<file path="config.mk">
export PLATFORM = sky130hd
export DESIGN_NAME = chd_table_mem
export DESIGN_NICKNAME = d
export VERILOG_FILES = /design/src/rtl/core/chd_pkg.sv /design/src/rtl/core/chd_table_mem.sv
export SDC_FILE = /design/constraint.sdc
export NUM_CORES = 2
export LEC_CHECK = 0
export ABC_AREA = 0
export BUFFER_PORTS_ARGS = -buffer_cell sky130_fd_sc_hd__buf_2
export CAP_MARGIN = 10
export CORE_MARGIN = 2
export CORE_UTILIZATION = 55
export DETAILED_ROUTE_END_ITERATION = 16
export HOLD_SLACK_MARGIN = 0.15
export PLACE_DENSITY_LB_ADDON = 0.25
export SLEW_MARGIN = 5
export SYNTH_ARGS = -nofsm -noshare
export SYNTH_HDL_FRONTEND = slang
export SYNTH_MEMORY_MAX_BITS = 65536
export SYNTH_SLANG_ARGS = --single-unit
</file>
<file path="constraint.sdc">
create_clock -name i_clk -period 6.2 [get_ports i_clk]
set_input_delay 1.24 -clock i_clk [delete_from_list [all_inputs] [get_ports i_clk]]
set_output_delay 1.24 -clock i_clk [all_outputs]
set_load 0.01 [all_outputs]
</file>
<file path="src/rtl/core/chd_pkg.sv">
// Package: constants, entry type and state codes for the context Huffman decoder.
`timescale 1ns / 1ps
package chd_pkg;
    localparam int unsigned MAX_LEN_DEF     = 24;
    localparam int unsigned GEN_ENTRIES_DEF = 128;
    localparam int unsigned CONTEXTS_DEF    = 128;
    localparam int unsigned CTX_ENTRIES_DEF = 32;
    localparam int unsigned SYM_W           = 7;
    localparam int unsigned LEN_W           = 5;
    localparam int unsigned CODE_W          = 24;
    localparam logic [SYM_W-1:0] END_SYM_RST = 7'd26;

    localparam logic [1:0] KIND_GEN   = 2'd0;
    localparam logic [1:0] KIND_CTX   = 2'd1;
    localparam logic [1:0] KIND_START = 2'd2;
    localparam logic [1:0] KIND_BIT   = 2'd3;

    typedef enum logic [7:0] {
        S_CLR   = 8'b00000001,
        S_IDLE  = 8'b00000010,
        S_CNT   = 8'b00000100,
        S_SCAN  = 8'b00001000,
        S_WAIT  = 8'b00010000,
        S_CMP   = 8'b00100000,
        S_DONE  = 8'b01000000,
        S_OUT   = 8'b10000000
    } t_state;

    typedef struct packed {
        logic [SYM_W-1:0]  sym;
        logic [LEN_W-1:0]  len;
        logic [CODE_W-1:0] code;
    } t_entry;
endpackage

</file>
<file path="src/rtl/core/chd_table_mem.sv">
// Table memory: one write port, one registered read port.
`timescale 1ns / 1ps
module chd_table_mem
    import chd_pkg::*;
#(
    parameter int unsigned DEPTH = 128
) (
    input  logic                     i_clk,
    input  logic                     i_we,
    input  logic [$clog2(DEPTH)-1:0] i_waddr,
    input  t_entry                   i_wdata,
    input  logic [$clog2(DEPTH)-1:0] i_raddr,
    output t_entry                   o_rdata
);
    t_entry r_mem [DEPTH];
    t_entry r_rdata;

    always_ff @(posedge i_clk) begin
        if (i_we) begin
            r_mem[i_waddr] <= i_wdata;
        end
        r_rdata <= r_mem[i_raddr];
    end

    assign o_rdata = r_rdata;
endmodule

</file>
=== Yosys cells after proc, flatten, opt, wreduce, memory -nomap -nowiden ===
Memories as Yosys holds them, arrays and structs flattened. A register that Yosys moved wholly into a read port is not among the register bits.
Index checks and enable logic that the tools add are counted.

* Mux-type cells: 2

{| class="wikitable"
|+ Operators by type and width
! kind !! count
|-
| 1-bit 2-to-1 mux || 2
|}

* Register bits after elaboration: 0
* Logic and storage cells: 3
* Memory bits (writable): 4608
* Memories: 1
* Output and inout port bits: 36
* Input port bits: 52

{| class="wikitable"
|+ Memory list
! memory !! depth !! bits a word !! rd ports !! clocked after Yosys merged registers in !! wr ports !! line !! RTL
|-
| r_mem || 128 || 36 || 1 || 1 || 1 || chd_table_mem.sv:15 || <nowiki>t_entry r_mem [DEPTH];</nowiki>
|}

=== Longest topological paths before layout ===
* Depth in word-level cells: 2
* Gate-level depth with buffers: 8
* Depth with buffers taken out: 4

=== Worst setup path before layout ===
Ideal clock, no wire load.

* Path kind: input -> register
* From: in i_we
* To: mem r_mem[98][0] (netlist bit), enable pin
* Library setup time: 0.474 ns
* Required time: 5.726 ns
* Slack: 1.440 ns
* Path buffers: 1
* Arrival time: 4.286 ns
* Cell stages on the path: 3
* Cells stage by stage: clkbuf_1 -> nand4_1 -> nor3_1

* Cells in the longest elaborated chain, start to end: 2

{| class="wikitable"
|+ Ends and longest elaborated chain
! item !! line !! RTL
|-
| from (decl) || chd_table_mem.sv:9 || <nowiki>input logic i_we,</nowiki>
|-
| 1-bit 2-to-1 mux || chd_table_mem.sv:19 || <nowiki>if (i_we) begin</nowiki>
|-
| 1-bit 2-to-1 mux (not written as such) || chd_table_mem.sv:20 || <nowiki>r_mem[i_waddr] <= i_wdata;</nowiki>
|-
| to (decl) || chd_table_mem.sv:15 ||
|}

No other way between the ends.

==> results by group <==
Clock tree
  – Root buf cell: clkbuf_16
  – PostCTS Resize Cnt: 0
  – Sink Count: approximately 4,600
  – Post-CTS setup buffers: 0
  – Cts hold-fix bufs: 0
  – H-tree depth: 5
  – Total clock buffers created by CTS: 448
  – Clock-pin slew on the worst setup and hold paths: about 60 ps
  – Worst-Skew Late Latency: around 1000 ps
  – CTS tree: built
  – Clock Tree Buf Depth: 4

Worst setup path
  – CP arrival: around 4700 ps
  – CP max stage cell: mux4_2
  – Critical-path cell list: buf_12 > buf_12 > buf_12 > buf_4 > mux4_2 > mux4_2 > mux4_2 > mux2_2
  – CP max FO: 63
  – Reg2Reg Depth: 4
  – Max incr delay on CP: just over 600 ps
  – Worst EP required: 7040 ps
  – Critical path startpoint category: input port
  – Critical path class: in -> reg
  – Crit. End Element: flop

Pwr
  – P_leak: a little over 0.06 µW
  – Internal Pwr Total: approximately 51,000 µW
  – Clock power frac: between 40% and 50%
  – P_sw: 13,730 µW
  – Pwr Total: between 60,000 and 70,000 µW
  – VDD IR max: ~280 µV
  – Sw frac: around a fifth
  – Pwr Density: between 300 and 400 nW/µm²
  – Reg power frac: around 54%
  – Comb power frac: under 10%

Synth
  – #FFs+latches synth: about 4,600
  – Cells after Synth: around 6,700
  – Yosys warns: 0
  – Avg Inst Size Synth: ~26 µm²
  – Netlist cell types: 16
  – Syn nets: 6,767
  – Sequential fraction of the synthesis area: approximately 79%
  – Syn Std Cell Area: 175,700 µm²

Detailed routing
  – # DRC: 0
  – Routed wl met2: between 200,000 and 250,000 µm
  – First-pass DRT Iterations: 6
  – Uppermost layer routed: met5
  – Total vias in the final route: a little over 80,000
  – Final WL: approximately 450,000 µm
  – Metal1 wirelength: roughly 170,000 µm
  – Routed length per instance: about 38 µm
  – Met3 wire len: between 50,000 and 60,000 µm
  – Initial DRC Count: approximately 13,000
  – Detailed-route vias per instance: 6.800
  – Post-detailed-route count of antenna-violating nets: 0

Die
  – Die height: between 500 and 600 µm
  – Die Wd: approximately 570 µm
  – DIE AREA: 324,000 µm²
  – I/O pin total: 88
  – Initial core utilization: between 50% and 60%
  – Core area: approximately 320,000 µm²
  – Row cnt: a little over 200

STA
  – Max Transition Viols Final: 0
  – Tightest Pin Transition: roughly 1100 ps
  – PnR worst setup slack: between 2000 and 2500 ps
  – Final setup vio count: 0
  – Max_slew headroom: 28.45%
  – Fmax: about 260 MHz
  – Final worst-path cycle share: roughly 62%
  – Fin. Hold Viols: 0
  – Post-layout min period: between 3000 and 4000 ps
  – Final setup TNS: 0 ps
  – Unrepaired setup endpoints after global routing: no
  – Clock Skews: ~64 ps

Layout
  – Synth-to-Final Area Change: 13.20%
  – Finished Layout Cells: 11,840
  – Sequential cell area: around 140,000 µm²
  – Final Instance Area: slightly below 200,000 µm²
  – Fill cells: a little over 20,000
  – Final nets: about 7,300
  – Area of the multi-input gates: between 30,000 and 40,000 µm²
  – Layout cells sized above 1: between 30% and 40%

Placed design
  – RD Place Congestion: ~0.84
  – Instance area after placement: about 180,000 µm²
  – Port bufs: 87
  – Pre-CTS setup slack: approximately 1300 ps
  – Post-Place Cells: around 11,000
  – Detailed placement HPWL: between 200,000 and 300,000 µm

Global route
  – Antenna violations before repair: 66
  – Largest net degree at the start of global routing: 88
  – Number of global-route vias before repair: 80,880
  – GRT Resource Usage Total: 28.05%
  – Grt total ovfl: 0
  – Global-route wire length before repair: around 630,000 µm

Min path
  – Hold Path Class: in -> reg
  – Min-Delay Path Depth: 1

Run
  – Total of max-cap violations: 0

Outcome
  – Status: complete, no violations
==> path summary, 6_finish.rpt <==
path,startpoint,end,slack [ps]
worst max-delay path,i_raddr[0],o_rdata[24],2350
worst min-delay path,i_wdata[17],r_mem[101][17],810
worst max register to register,r_mem[118][18],o_rdata[18],3510
worst min register to register,r_mem[126][5],o_rdata[5],1160
==> logic make-up after synthesis <==
| group | share of synthesized area, % |
|---|---|
| AND/OR/NAND/NOR | 0.3967 |
| flip-flops | 79.17 |
| multiplexers | 19.61 |
| buffers and inverters | 0.8176 |
==> layout by cell type, fill, tap and decap left out, types with 6 or more instances in the layout <==
cell type | synthesis | final
buf_12 | 0 | 73
buf_2 | 77 | 44
buf_4 | 0 | 319
bufinv_16 | 0 | 33
clkbuf_1 | 206 | 108
clkbuf_16 | 0 | 451
clkbuf_8 | 0 | 15
clkinv_1 | 0 | 96
clkinv_2 | 0 | 96
clkinv_8 | 0 | 8
clkinvlp_4 | 0 | 6
dfxtp_1 | 36 | 36
diode_2 | 0 | 31
edfxtp_1 | 4608 | 4608
mux2_2 | 36 | 36
mux4_2 | 1512 | 1512
nand2_1 | 14 | 11
nand3_1 | 12 | 8
nor2_4 | 0 | 119
nor2b_1 | 7 | 7
nor3_2 | 0 | 9
==> sequential cells by signal, summed over array words and instances, names as in the netlist <==
signal,flops
o_rdata,36
r_mem,4608
==> through the flow <==
stage / utilization [%] / hold WS, ps
2_1_floorplan: - / 1074
3_3_place_gp: 58.03 / 1117
3_5_place_dp: 58.03 / 1135
4_1_cts: 62.50 / 766.9
5_1_grt: 62.51 / 806.7
6_report: 62.53 / 814.5
==> cells in the mapped netlist <==
| master | n | area, µm² |
|---|---|---|
| edfxtp_1 | 4608 | 138400 |
| nor2b_1 | 7 | 43.79 |
| buf_2 | 77 | 385.4 |
| nand3_1 | 12 | 60.06 |
| nand2_1 | 14 | 52.55 |
| buf_6 | 2 | 22.52 |
| nor3_1 | 9 | 45.04 |
| or3_1 | 1 | 6.260 |
| mux4_2 | 1512 | 34050 |
| buf_1 | 68 | 255.2 |
| dfxtp_1 | 36 | 720.7 |
| mux2_2 | 36 | 405.4 |
| nand2b_1 | 2 | 12.51 |
| clkbuf_1 | 206 | 773.2 |
| nor2_1 | 122 | 457.9 |
| nand4_1 | 3 | 18.77 |
==> cell type report <==
class | count | area share (%)
Antenna cell | 31 | 0.03901
Sequential cell | 4644 | 69.94
Clock inverter | 257 | 1.165
Tap cell | 4180 | 2.630
Clock buffer | 574 | 5.983
Multi-Input combinational cell | 1718 | 18.16
Timing Repair Buffer | 440 | 2.078
==> metal layers <==
metal | track usage, % | vias up
met5 | 0 | -
met4 | 7.928 | 14
met2 | 43.78 | 5191
li1 | - | 30760
met1 | 40.28 | 43960
met3 | 6.669 | 612
==> critical path: cells and delay by family <==
kind                   cells  cell delay, ps
multiplexers               4            2020
buffers and inverters      4            1250
==> power by group through the flow <==
| stage | registers (µW) | logic (µW) | clock network, µW |
|---|---|---|---|
| 2_1_floorplan | 35400 | 1670 | 0 |
| 3_3_place_gp | 35500 | 3280 | 0 |
| 3_5_place_dp | 35500 | 3330 | 0 |
| 4_1_cts | 34800 | 3350 | 26800 |
| 5_1_grt | 34800 | 3480 | 28000 |
| 6_report | 34800 | 3350 | 26500 |
Power figures use the tool's default switching activity.
